`config.mk`:
```
export PLATFORM = sky130hd
export DESIGN_NAME = freq_ratio_to_key_cents
export DESIGN_NICKNAME = d
export VERILOG_FILES = /design/src/rtl/core/frkc_pkg.sv /design/src/rtl/core/freq_ratio_to_key_cents.sv
export SDC_FILE = /design/constraint.sdc
export NUM_CORES = 1
export LEC_CHECK = 0
export ABC_AREA = 1
export BUFFER_PORTS_ARGS = -buffer_cell sky130_fd_sc_hd__buf_2
export CORE_MARGIN = 2
export CORE_UTILIZATION = 40
export DETAILED_ROUTE_END_ITERATION = 16
export GPL_TIMING_DRIVEN = 0
export PLACE_DENSITY = 0.63
export SLEW_MARGIN = 40
export SYNTH_ARGS = -nofsm -noshare
export SYNTH_HDL_FRONTEND = slang
export SYNTH_SLANG_ARGS = --single-unit
```
`constraint.sdc`:
```
create_clock -name clk -period 9.7 [get_ports clk]
set_clock_uncertainty 0.15 [all_clocks]
set_input_delay 0 -clock clk [delete_from_list [all_inputs] [get_ports clk]]
set_output_delay 0 -clock clk [all_outputs]
set_load 0.01 [all_outputs]
```
`src/rtl/core/frkc_pkg.sv`:
```
`timescale 1ns / 1ps

package frkc_pkg;

  // request codes
  localparam logic REQ_LOAD    = 1'b0;
  localparam logic REQ_CONVERT = 1'b1;

  // fixed field and table geometry
  localparam int TABLE_ENTRIES = 13;
  localparam int IDX_W         = 4;
  localparam int FREQ_W        = 24;
  localparam int FRAC_W        = 12;
  localparam int RATIO_W       = 32;
  localparam int ENTRY_W       = 16;
  localparam int KEY_W         = 8;
  localparam int CENTS_W       = 7;
  localparam int SEMIS_PER_OCT = 12;
  localparam int CENTS_FULL    = 100;

  // sequencer states
  typedef enum logic [3:0] {
    S_IDLE,
    S_DIV,
    S_DIV_END,
    S_NORM,
    S_LO_RD,
    S_LO_CMP,
    S_HI_RD,
    S_HI_CMP,
    S_DONE
  } state_t;

endpackage

```
`src/rtl/core/freq_ratio_to_key_cents.sv`:
```
`timescale 1ns / 1ps

// Frequency ratio to note key and fine tune.
// Input channel: in_valid / in_stall carry one request. A load request
// (req_type 0) writes table_value into ratio table entry table_index when
// that index is below TABLE_ENTRIES and gives no result. A convert request
// gives one result on the output channel out_valid / out_stall: note_key,
// fine_cents, div_error. The block works on one request at a time and holds
// in_stall high while busy. A convert skips the divider when the frequencies
// are equal or a divisor is zero; otherwise it uses one shared restoring
// divider that retires one quotient bit per cycle. It runs 36 steps for the
// 24.12 ratio, then 28 steps for the fine tune unless the next entry is not
// above the chosen one. Between the passes come up to MAX_OCTAVES single-bit
// normalize shifts and a descending table search, one read and one compare
// per entry, on the table's single read port. The next request is taken in
// the cycle after a result moves into the output register.
// Reset clears the sequencer and the output valid; the ratio table is not
// cleared and every entry must be loaded before a convert reads it.
// A result waits in the output register while out_stall is high; a later
// convert result holds in the sequencer until that register has been freed.
module freq_ratio_to_key_cents import frkc_pkg::*; #(
  parameter int MAX_OCTAVES = 11
) (
  input  logic               clk,
  input  logic               rst,
  input  logic               in_valid,
  output logic               in_stall,
  input  logic               req_type,
  input  logic [IDX_W-1:0]   table_index,
  input  logic [ENTRY_W-1:0] table_value,
  input  logic [FREQ_W-1:0]  target_freq,
  input  logic [FREQ_W-1:0]  base_freq,
  input  logic [KEY_W-1:0]   base_key,
  output logic               out_valid,
  input  logic               out_stall,
  output logic [KEY_W-1:0]   note_key,
  output logic [CENTS_W-1:0] fine_cents,
  output logic               div_error
);

  localparam int OCT_W   = $clog2(MAX_OCTAVES + 1);
  localparam int F_W     = RATIO_W - MAX_OCTAVES;
  localparam int PROD_W  = F_W + CENTS_W;
  localparam int RDIV_W  = FREQ_W + FRAC_W;
  localparam int DIV_W   = (PROD_W > RDIV_W) ? PROD_W : RDIV_W;
  localparam int CNT_W   = $clog2(DIV_W + 1);
  localparam int PAD_W   = DIV_W - PROD_W;

  state_t state, state_next;

  // ratio table memory
  logic [ENTRY_W-1:0] ratio_table [TABLE_ENTRIES];
  logic [ENTRY_W-1:0] rd_data;
  logic [IDX_W-1:0]   rd_addr;

  // divider registers
  logic [DIV_W-1:0]   quo;
  logic [FREQ_W-1:0]  rem;
  logic [FREQ_W-1:0]  den;
  logic [CNT_W-1:0]   cnt;
  logic               pass;

  // working registers
  logic [RATIO_W-1:0] f;
  logic [OCT_W-1:0]   oct;
  logic [IDX_W-1:0]   semi;
  logic [ENTRY_W-1:0] lo;
  logic [CENTS_W-1:0] cents;
  logic [KEY_W-1:0]   bkey;
  logic               up;
  logic               eq;
  logic               err;

  logic               accept;
  logic               out_ld;
  logic               freq_eq;
  logic               freq_up;
  logic               zero_den;

  // divider step
  logic [FREQ_W:0]    div_sh;
  logic [FREQ_W:0]    div_trial;
  logic               div_ge;

  // interpolation terms
  logic               f_above_lo;
  logic [F_W-1:0]     diff;
  logic [PROD_W-1:0]  prod;
  logic [PROD_W-1:0]  cents_q;

  // key terms
  logic [KEY_W-1:0]   steps;
  logic               normalize_more;
  logic               search_more;

  assign accept  = in_valid && !in_stall;
  assign freq_eq = (target_freq == base_freq);
  assign freq_up = (base_freq < target_freq);
  assign zero_den = freq_up ? (base_freq == '0) : (target_freq == '0);

  assign div_sh    = {rem, quo[DIV_W-1]};
  assign div_ge    = (div_sh >= {1'b0, den});
  assign div_trial = div_sh - {1'b0, den};

  assign normalize_more = (oct < OCT_W'(MAX_OCTAVES)) && (f[RATIO_W-1:FRAC_W+1] != '0);
  assign search_more    = (semi != '0) && !(f > RATIO_W'(rd_data));

  assign f_above_lo = (f > RATIO_W'(lo));
  assign diff       = f_above_lo ? (f[F_W-1:0] - F_W'(lo)) : '0;
  assign prod       = PROD_W'(diff) * PROD_W'(CENTS_FULL);
  assign cents_q    = quo[PROD_W-1:0];

  assign steps = KEY_W'(oct) * KEY_W'(SEMIS_PER_OCT) + KEY_W'(semi);

  // next state
  always_comb begin
    state_next = state;
    case (state)
      S_IDLE: begin
        if (accept && req_type == REQ_CONVERT) begin
          if (freq_eq || zero_den) state_next = S_DONE;
          else                     state_next = S_DIV;
        end
      end
      S_DIV: begin
        if (cnt == CNT_W'(1)) state_next = S_DIV_END;
      end
      S_DIV_END: begin
        if (pass) state_next = S_DONE;
        else      state_next = S_NORM;
      end
      S_NORM: begin
        if (!normalize_more) state_next = S_LO_RD;
      end
      S_LO_RD:  state_next = S_LO_CMP;
      S_LO_CMP: begin
        if (search_more) state_next = S_LO_RD;
        else             state_next = S_HI_RD;
      end
      S_HI_RD:  state_next = S_HI_CMP;
      S_HI_CMP: begin
        if (rd_data <= lo) state_next = S_DONE;
        else               state_next = S_DIV;
      end
      S_DONE: begin
        if (out_ld) state_next = S_IDLE;
      end
      default: state_next = S_IDLE;
    endcase
  end

  // control outputs
  always_comb begin
    in_stall = (state != S_IDLE);
    out_ld   = (state == S_DONE) && (!out_valid || !out_stall);
    rd_addr  = (state == S_HI_RD) ? (semi + IDX_W'(1)) : semi;
  end

  always_ff @(posedge clk) begin
    if (rst) state <= S_IDLE;
    else     state <= state_next;
  end

  // table write on load, registered read
  always_ff @(posedge clk) begin
    if (accept && req_type == REQ_LOAD && table_index < IDX_W'(TABLE_ENTRIES)) begin
      ratio_table[table_index] <= table_value;
    end
    rd_data <= ratio_table[rd_addr];
  end

  // datapath
  always_ff @(posedge clk) begin
    case (state)
      S_IDLE: begin
        bkey <= base_key;
        up   <= freq_up;
        eq   <= freq_eq;
        err  <= !freq_eq && zero_den;
        oct  <= '0;
        pass <= 1'b0;
        rem  <= '0;
        cnt  <= CNT_W'(DIV_W);
        den  <= freq_up ? base_freq : target_freq;
        quo  <= DIV_W'({(freq_up ? target_freq : base_freq), {FRAC_W{1'b0}}});
      end
      S_DIV: begin
        rem <= div_ge ? div_trial[FREQ_W-1:0] : div_sh[FREQ_W-1:0];
        quo <= {quo[DIV_W-2:0], div_ge};
        cnt <= cnt - CNT_W'(1);
      end
      S_DIV_END: begin
        if (pass) begin
          cents <= (cents_q > PROD_W'(CENTS_FULL)) ? CENTS_W'(CENTS_FULL)
                                                   : cents_q[CENTS_W-1:0];
        end else if (quo[DIV_W-1:RATIO_W] != '0) begin
          f <= '1;
        end else begin
          f <= quo[RATIO_W-1:0];
        end
      end
      S_NORM: begin
        if (normalize_more) begin
          f   <= f >> 1;
          oct <= oct + OCT_W'(1);
        end else begin
          semi <= IDX_W'(TABLE_ENTRIES - 2);
        end
      end
      S_LO_CMP: begin
        if (search_more) semi <= semi - IDX_W'(1);
        else             lo   <= rd_data;
      end
      S_HI_CMP: begin
        cents <= '0;
        pass  <= 1'b1;
        rem   <= '0;
        den   <= FREQ_W'(rd_data - lo);
        cnt   <= CNT_W'(PROD_W);
        quo   <= DIV_W'(prod) << PAD_W;
      end
      default: begin
      end
    endcase
  end

  // output register
  always_ff @(posedge clk) begin
    if (rst) begin
      out_valid <= 1'b0;
    end else if (out_ld) begin
      out_valid <= 1'b1;
    end else if (!out_stall) begin
      out_valid <= 1'b0;
    end
  end

  always_ff @(posedge clk) begin
    if (out_ld) begin
      div_error <= err;
      if (err) begin
        note_key   <= '0;
        fine_cents <= '0;
      end else if (eq) begin
        note_key   <= bkey;
        fine_cents <= '0;
      end else if (up) begin
        note_key   <= bkey + steps;
        fine_cents <= cents;
      end else if (steps <= bkey) begin
        note_key   <= bkey - steps;
        fine_cents <= cents;
      end else begin
        note_key   <= '0;
        fine_cents <= '0;
      end
    end
  end

endmodule

```
# Word level (Yosys, flattened, before mapping)
# Memory sizes are Yosys's and may differ from the RTL's. A register that Yosys moved wholly into a read port is not among the register bits.
# Index checks and enable logic that the tools add are counted.
dict set report classes {
  add_sub_neg 10
  mul 2
  order_cmp 9
  eq_ne 19
  muxes 41
  n_bitwise 2
  n_reduce_logical 37
}
# op n
set op_table {}
lappend op_table {{$pmux 36 s3} 1}
lappend op_table {{$mux 32} 3}
lappend op_table {{$pmux 24 s2} 2}
lappend op_table {{$mux 24} 3}
lappend op_table {{$gt 32x16->1} 2}
lappend op_table {{$pmux 32 s2} 1}
lappend op_table {{$logic_not 24->1} 2}
lappend op_table {{$mux 4} 11}
lappend op_table {{$pmux 4 s9} 1}
lappend op_table {{$gt 28x7->1 const B} 1}
lappend op_table {{$mux 7} 4}
lappend op_table {{$mul 21x5->26 const B} 1}
lappend op_table {{$ge 25x24->1} 1}
lappend op_table {{$eq 24x24->1} 1}
lappend op_table {{$lt 24x24->1} 1}
lappend op_table {{$mux 8} 3}
lappend op_table {{$sub 24x24->24} 1}
lappend op_table {{$mux 21} 1}
lappend op_table {{$sub 21x16->21} 1}
lappend op_table {{$reduce_bool 19->1} 1}
lappend op_table {{$pmux 6 s3} 1}
lappend op_table {{$sub 16x16->17} 1}
lappend op_table {{$eq 4x3->1 const B} 4}
lappend op_table {{$le 16x16->1} 1}
lappend op_table {{other kinds (32)} 71}
dict set report totals {
  regBits 186
  mem_bits_rw 208
  input_bits 81
  output_inout_bits 18
  mem_count 1
}
# name depth width read_ports rd_ports_with_merged_regs write_ports line
set mem_list {}
lappend mem_list {ratio_table 13 16 1 1 1 freq_ratio_to_key_cents.sv:52} ;# logic [ENTRY_W-1:0] ratio_table [TABLE_ENTRIES];

# Depth between registers and ports, before layout
# Gate-level depths: netlist of run 1.
dict set report depth {
  ltp_word 7
  mapped_depth 31
}

# Worst setup path after synthesis of run 1
# No wires, ideal clock.
dict set report synth_timing {
  kind {reg-to-reg}
  from {reg f[0]}
  to {reg quo[29], data pin}
  setup_ns 0.263
  arrival_ns 4.586
  required_ns 9.287
  slack_ns 4.701
  stages_incl_launch_ff 31
  path_buffers 1
  period_less_slack_ns 4.999
  cell_sequence {edfxtp_1 -> inv_1 -> ha_1 -> inv_1 -> fa_1 -> nand3_1 -> nand2_1 -> nand2_1 -> nand2_1 -> nand2_1 -> o211ai_1 -> nor2_1 -> nand2_1 -> nand2_1 -> buf_4 -> nor2_1 -> ha_1 -> ha_1 -> inv_1 -> fa_1 -> inv_1 -> ha_1 -> a21oi_1 -> nor2_1 -> nor2_1 -> nand2_1 -> a21oi_1 -> o21bai_1 -> or2_2 -> nand3_1 -> nand3_1}
}
dict set report synth_between {
  elab_chain_len 4
  elab_cells_between_ends 5
  cone_classes {add/sub: 1; mul: 1; order compare: 1; mux: 2}
}
# element line
set synth_rtl {}
lappend synth_rtl {{from (decl)} freq_ratio_to_key_cents.sv:64} ;# logic [RATIO_W-1:0] f;
lappend synth_rtl {{from (signal assigned)} freq_ratio_to_key_cents.sv:199} ;# f <= quo[RATIO_W-1:0];
lappend synth_rtl {{from (signal assigned)} freq_ratio_to_key_cents.sv:204} ;# f <= f >> 1;
lappend synth_rtl {{$gt 32x16->1 or $sub 21x16->21 (tied branches)} {freq_ratio_to_key_cents.sv:108, freq_ratio_to_key_cents.sv:109}}
lappend synth_rtl {{$mux 21 (*)} freq_ratio_to_key_cents.sv:109} ;# assign diff = f_above_lo ? (f[F_W-1:0] - F_W'(lo)) : '0;
lappend synth_rtl {{$mul 21x5->26 (*)} freq_ratio_to_key_cents.sv:110} ;# assign prod = PROD_W'(diff) * PROD_W'(CENTS_FULL);
lappend synth_rtl {{$pmux 36 s3 (*)} freq_ratio_to_key_cents.sv:174} ;# case (state)
lappend synth_rtl {{to (signal assigned)} freq_ratio_to_key_cents.sv:185} ;# quo <= DIV_W'({(freq_up ? target_freq : base_freq), {FRAC_W{1'b0}}});
lappend synth_rtl {{to (signal assigned)} freq_ratio_to_key_cents.sv:189} ;# quo <= {quo[DIV_W-2:0], div_ge};
lappend synth_rtl {{to (signal assigned)} freq_ratio_to_key_cents.sv:220} ;# quo <= DIV_W'(prod) << PAD_W;
lappend synth_rtl {{to (decl)} freq_ratio_to_key_cents.sv:57} ;# logic [DIV_W-1:0] quo;
# Mark *: on every way between the ends. The rest lies on a longest branch, timed or not.
# A chain may end at the register's enable or synchronous reset.

# Worst setup path in the final report of run 1
dict set report layout_timing {
  from {reg f[14]}
  to {reg quo[25], data pin}
}
# Same word-level chain as after synthesis.

==> flow_summary_export.csv, run 1 <==
group,metric,value,unit
floorplanning,design.core.area,61600,um2
grt,grt_remaining_overflow,0,
timing,finalCriticalPeriod,6.69,ns
yosys,syn_inst,2727,
yosys,synth-compound-area-share,0.157,
floorplanning,die_y,253,um
detailed_routing,drc,0,
floorplanning,start_util,0.403,
detailed_routing,drt_first_pass_iters,5,
timing,finalSetupViolCount,0,
yosys,synth_flop_cell,"edfxtp_1",
worst_setup_path,critPathMaxFanout,10,
run_status,status,"completed",
pwr,p_leak,12.2,nW
worst_setup_path,r2r_slack,3.01,ns
timing,rsz0062_at_grt,"no",
floorplanning,row_count,91,
clock_tree,cts_setup_buffers,0,
detailed_routing,vias,20800,
min_path,min_path_cells,3,
detailed_routing,routed_wirelength,75.9,mm
yosys,yosysUniqueCellTypes,57,
layout,layout.nets,3291,
timing,relSlewSlack,0.434,
floorplanning,io_pins,99,
yosys,syn_area,24800,um2
timing,fin_hold_ws,0.0409,ns
timing,final-max-slew-violation-count,0,
detailed_routing,avgRoutedWirePerCell,19.6,um
detailed_routing,met2_length,35.1,mm
yosys,yosysMostFrequentCell,"nand2_1",
yosys,yosysSeqAreaShare,0.487,
placement,io_buffers,98,
clock_tree,clock_sinks,410,
timing,worst_slew_pin_slew,0.847,ns
timing,fin_setup_tns,0,ns
yosys,synth_seq_cells,410,
timing,finalHoldViolations,0,
timing,clock.fmax,149,MHz
yosys,synth.area.mux_share,0.00161,
min_path,hold_class,"in -> reg",
yosys,synth_top_cell_by_area,"edfxtp_1",
layout,area_growth_syn_to_layout,17.6,%
yosys,synth_commonest_cells,"nand2_1 (401), edfxtp_1 (389), inv_1 (375), a21oi_1 (279), o21ai_0 (276)",
floorplanning,die_x,253,um
clock_tree,cts_buffer_depth,3,
worst_setup_path,path_buf_inv,5,
detailed_routing,routed.top_layer,"met4",
worst_setup_path,worstPathArrival,6.87,ns
placement,finalWeightedCongestion,0.961,
yosys,synth_area_leaders,"edfxtp_1 (47%), ha_1 (9.6%), nand2_1 (6.1%)",
worst_setup_path,cp_slowest_cell,"dlygate4sd3_1",
clock_tree,clk_latency,0.61,ns
yosys,synthArstFlopShare,0,
worst_setup_path,critical_path.top_delay_family,"adder cells",
worst_setup_path,worstPathRequired,9.88,ns
timing,setup_ws,3.01,ns
worst_setup_path,worstReg2RegStart,"f[14]",
grt,antenna_found_initial,0,
clock_tree,htreeDepth,2,
placement,place_hpwl,57.3,mm
yosys,synth_edf_count,389,
worst_setup_path,crit_start,"f[14]",
placement,preCtsSetupSlack,3.41,ns
floorplanning,die-area,64100,um2
worst_setup_path,crit_path_end_kind,"flip-flop",
clock_tree,cts.clk_slew.worst_paths,0.06,ns
detailed_routing,wl_met1,32.9,mm
timing,fin_crit_sh,0.690,
grt,grt_pass1_wl,116,mm
detailed_routing,dr.first_iter.drc_count,2020,
yosys,yosys.area_share.simple,0.146,
yosys,synth_top_family_by_area,"compound AO/OA/AOI/OAI gates",
yosys,ys_warn_count,0,
clock_tree,cts_root_buf,"clkbuf_16",
worst_setup_path,path_common_cell,"nand2_1",
detailed_routing,routed-wl-met3,5.15,mm
yosys,synth_xor_area_frac,0.0193,
yosys,syn_nets,3022,
grt,grt_pass1_vias,20300,
worst_setup_path,r2r-end,"quo[25]",
layout,drive_gt1_frac,0.0915,
worst_setup_path,critPathLaunchType,"flip-flop",
yosys,synth.avg_cell_area,9.11,um2
detailed_routing,viasPerCell,5.38,
worst_setup_path,crit_type,"reg -> reg",
layout,antenna_cells,0,
worst_setup_path,r2r_cells,26,
grt,grt_max_degree,43,
min_path,hold_path.startpoint,"base_freq[10]",
yosys,synth_top_cell_area_share,0.470,
pwr,ir_drop,0.000138,V
clock_tree,tritoncts,"built",
grt,grt_usage,0.236,
min_path,hold_end,"den[10]",
flow_run,cap_violations,0,
detailed_routing,ant_nets,0,
clock_tree,cts_buffers,45,
yosys,synthAdderAreaFrac,0.115,
pwr,power_density,212,nW/um2
worst_setup_path,max_stage_delay,0.59,ns
## state kept, by name, indices dropped and copies added (netlist names), 4 cells and up
| register | flops |
|---|---|
| state | 4 |
| cents | 7 |
| lo | 16 |
| f | 32 |
| cnt | 6 |
| oct | 4 |
| semi | 4 |
| bkey | 8 |
| ratio_table | 208 |
| rem | 24 |
| note_key | 8 |
| fine_cents | 7 |
| rd_data | 16 |
| den | 24 |
| quo | 36 |
## power by group
| group | total (mW) | internal [mW] | switching [mW] | leakage [nW] |
|---|---|---|---|---|
| Combinational | 2.07 | 0.707 | 1.36 | 7.62 |
| Sequential | 2.35 | 2.21 | 0.149 | 3.84 |
| Clock | 1.76 | 1.02 | 0.746 | 0.728 |
| Total | 6.19 | 3.93 | 2.26 | 12.2 |
## routing by layer
metal / track usage / vias up
met5: 0 / -
met2: 0.386 / 810
met4: 0.0910 / 0
met1: 0.317 / 9856
met3: 0.0321 / 163
li1: - / 9979
## worst max-delay path by stage
stage                          to  slack, ns  depth (start not counted)
after floorplan           quo[29]       4.70                         30
after global placement    quo[29]       3.43                         27
after detailed placement  quo[29]       3.41                         27
after CTS                 quo[25]       3.08                         26
after global routing      quo[25]       2.65                         26
final                     quo[25]       3.01                         26
## cell families (layout without fill, tap and decap cells)
family,count (synthesis),after routing
AND/OR/NAND/NOR,859,859
AO/OA/AOI/OAI,716,716
buffers and inverters,470,771
flip-flops,410,410
adder cells (fa/ha/maj),214,214
XOR/XNOR,54,54
multiplexers,4,4
## stage by stage
stage / total power, mW / instances / cell area, um2 / util
floorplan: 3.73 / 2727 / 24800 / -
global placement: 4.32 / 3662 / 26400 / 0.428
detailed placement: 4.35 / 3675 / 26600 / 0.432
CTS: 6.18 / 3865 / 29200 / 0.474
global route: 6.55 / 3865 / 29200 / 0.474
finish: 6.19 / 3865 / 29200 / 0.474
## cell usage in the layout, fill, tap and decap left out, drive strengths merged, types with 3 or more instances in the layout
cell type    instances
mux2i                4
nor4                13
clkinv              18
a21o                15
o21bai              14
xnor2               25
dlygate4sd3        111
fa                  23
o32ai               12
or2                 15
edfxtp             389
ha                 191
a221oi               3
nor2               249
xor2                29
o311ai               4
nand4               32
a211oi               3
o22ai                5
nor3                26
bufinv               6
inv                383
o211ai              27
o221ai               3
nand3              113
a31oi               15
dfxtp               21
buf                156
clkbuf              96
a21oi              279
nand2              406
o21ai              323
## worst min-delay path, cell delays in order
cell	delay [ns]
buf_2	0.14
o21ai_0	0.25
o2bb2ai_1	0.17
## layout make-up
| cell class | instances | area (um2) |
|---|---|---|
| clock buffers | 52 | 1150 |
| fillers | 5694 | 32400 |
| well taps | 837 | 1050 |
| plain buffers | 89 | 422 |
| repair buffers | 222 | 1720 |
| inverters | 381 | 1430 |
| flip-flops and latches | 410 | 12100 |
| multi-input cells | 1847 | 11000 |
| clock inverters | 27 | 337 |
## what timing repair did
action                    4_1_cts  5_1_grt
hold endpoints to repair      406        0
hold buffers                  111        0
resized for setup               0        0
No activity file was read; power rests on OpenSTA's default activity.
==> inputs of run 2 (changes only) <==
Clock period 9.7 ns to 6.5 ns, I/O delays scaled along.
==> run 2 against run 1 <==
Compared with the run above: register-to-register slack got worse by 2.6 ns; total power rose by 49%; worst setup slack got worse by 2.6 ns; count of clock-buffer cells in the layout did not move; sequential cell count did not move; via count rose by 0.11%; critical path type unchanged; sequential power rose by 50%; clock power rose by 50%; largest cell class unchanged; sequential share of layout area barely moved.
==> flow_summary_export.csv, run 2 (synthesis results as in run 1) <==
group,metric,value,unit
timing,worst_slew_pin_slew,0.821,ns
layout,drive_gt1_frac,0.0926,
placement,finalWeightedCongestion,0.961,
layout,multiInputGateArea,11000,um2
clock_tree,htreeDepth,2,
timing,finalHoldViolations,0,
timing,clock.fmax,165,MHz
detailed_routing,vias,20800,
clock_tree,cts_buffer_depth,3,
worst_setup_path,cp_slowest_cell,"fa_1",
floorplanning,die_y,253,um
floorplanning,start_util,0.403,
detailed_routing,viasPerCell,5.39,
worst_setup_path,critPathLaunchType,"flip-flop",
floorplanning,design.core.area,61600,um2
pwr,p_leak,12.2,nW
layout,antenna_cells,0,
layout,n_fill_cell,5695,
pwr,total_power,9.23,mW
worst_setup_path,worstPathRequired,6.67,ns
layout,layout.nets,3288,
placement,placed_cell_area,26600,um2
min_path,hold_class,"in -> reg",
layout,top_regs,"ratio_table: 208 flops, quo: 36 flops, f: 32 flops",
detailed_routing,avgRoutedWirePerCell,19.7,um
floorplanning,die-area,64100,um2
worst_setup_path,max_stage_delay,0.49,ns
layout,seq_area,12100,um2
pwr,power_density,316,nW/um2
placement,io_buffers,98,
timing,rsz0062_at_grt,"no",
timing,final-max-slew-violation-count,0,
grt,antenna_found_initial,0,
timing,fin_crit_sh,0.931,
clock_tree,clk_latency,0.61,ns
min_path,min_path_cells,3,
floorplanning,io_pins,99,
detailed_routing,drt_first_pass_iters,6,
detailed_routing,ant_nets,0,
detailed_routing,dr.first_iter.drc_count,2062,
grt,grt_pass1_vias,20200,
placement,place_hpwl,57.3,mm
worst_setup_path,crit_type,"reg -> reg",
layout,regMostFlops,"ratio_table",
layout,layout_commonest_cell,"nand2_1",
worst_setup_path,path_common_cell,"nand2_1",
grt,grt_max_degree,43,
detailed_routing,drc,0,
worst_setup_path,r2r_cells,30,
timing,finalSetupViolCount,0,
flow_run,cap_violations,0,
floorplanning,row_count,91,
layout,fin_area,29200,um2
worst_setup_path,critPathMaxFanout,10,
timing,relSlewSlack,0.452,
run_status,status,"completed",
floorplanning,die_x,253,um
timing,finalCriticalPeriod,6.05,ns
grt,grt_usage,0.236,
detailed_routing,routed_wirelength,76.1,mm
clock_tree,cts_root_buf,"clkbuf_16",
clock_tree,cts_buffers,45,
layout,area_growth_syn_to_layout,17.5,%
pwr,ir_drop,0.000205,V
grt,grt_remaining_overflow,0,
timing,fin_setup_tns,0,ns
worst_setup_path,worstPathArrival,6.23,ns
clock_tree,clock_sinks,410,
worst_setup_path,crit_path_end_kind,"flip-flop",
layout,largest_reg_flops,208,
layout,mostFrequentLayoutCells,"nand2_1 (398), edfxtp_1 (389), inv_1 (374), a21oi_1 (278), o21ai_0 (275)",
clock_tree,tritoncts,"built",
clock_tree,cts.clk_slew.worst_paths,0.06,ns
grt,grt_pass1_wl,116,mm
==> run 2: metrics by stage <==
stage / instances / setup WS, ns / hold slack, ns / util
2_1_floorplan: 2727 / 1.50 / -0.0809 / -
3_3_place_gp: 3662 / 0.231 / 0.0280 / 0.428
3_5_place_dp: 3675 / 0.208 / 0.0339 / 0.432
4_1_cts: 3862 / 0.200 / 0.0192 / 0.474
5_1_grt: 3862 / 0.00464 / 0.0433 / 0.474
6_report: 3862 / 0.448 / 0.0237 / 0.474
==> run 2: layer usage <==
metal / global-route usage / part of all wire / routed length, um / vias up
met5: 0 / 0 / 0 / -
met4: 0.0884 / 0.036 / 2740 / 0
met3: 0.0318 / 0.066 / 5020 / 159
met2: 0.386 / 0.46 / 35200 / 807
met1: 0.317 / 0.44 / 33100 / 9888
li1: - / - / - / 9976
==> run 2: power by group <==
group	internal, mW	total (mW)	switching (mW)
Sequential	3.29	3.52	0.224
Clock	1.52	2.64	1.12
Combinational	1.05	3.07	2.03
==> run 2: worst max-delay path, delay by kind of cell (launching register included) <==
kind	cells	cell delay, ns
simple gates	15	2.03
flops	1	0.38
compound gates	4	0.59
fa+ha+maj	6	2.05
buf+inv	5	0.54
==> run 2: layout make-up <==
cell class,count,share of cell area
flip-flops and latches,410,0.414
multi-input cells,1847,0.377
repair buffers,219,0.0579
inverters,381,0.0490
clock buffers,52,0.0395
well taps,837,0.0359
plain buffers,89,0.0144
clock inverters,27,0.0115
==> run 2: worst paths after layout <==
path                                    start         to  slack (ns)
worst min register to register      out_valid  out_valid        0.35
worst max-delay path                     f[0]    quo[29]        0.45
worst min-delay path            base_freq[10]    den[10]        0.02
worst max register to register           f[0]    quo[29]        0.45
==> run 2: what timing repair did <==
item / in CTS / in global routing
endpoints found under the hold margin: 406 / 0
hold buffers: 108 / 0
gates resized for setup: 0 / 4
setup endpoints to repair: 0 / 3
setup buffers: 0 / 0
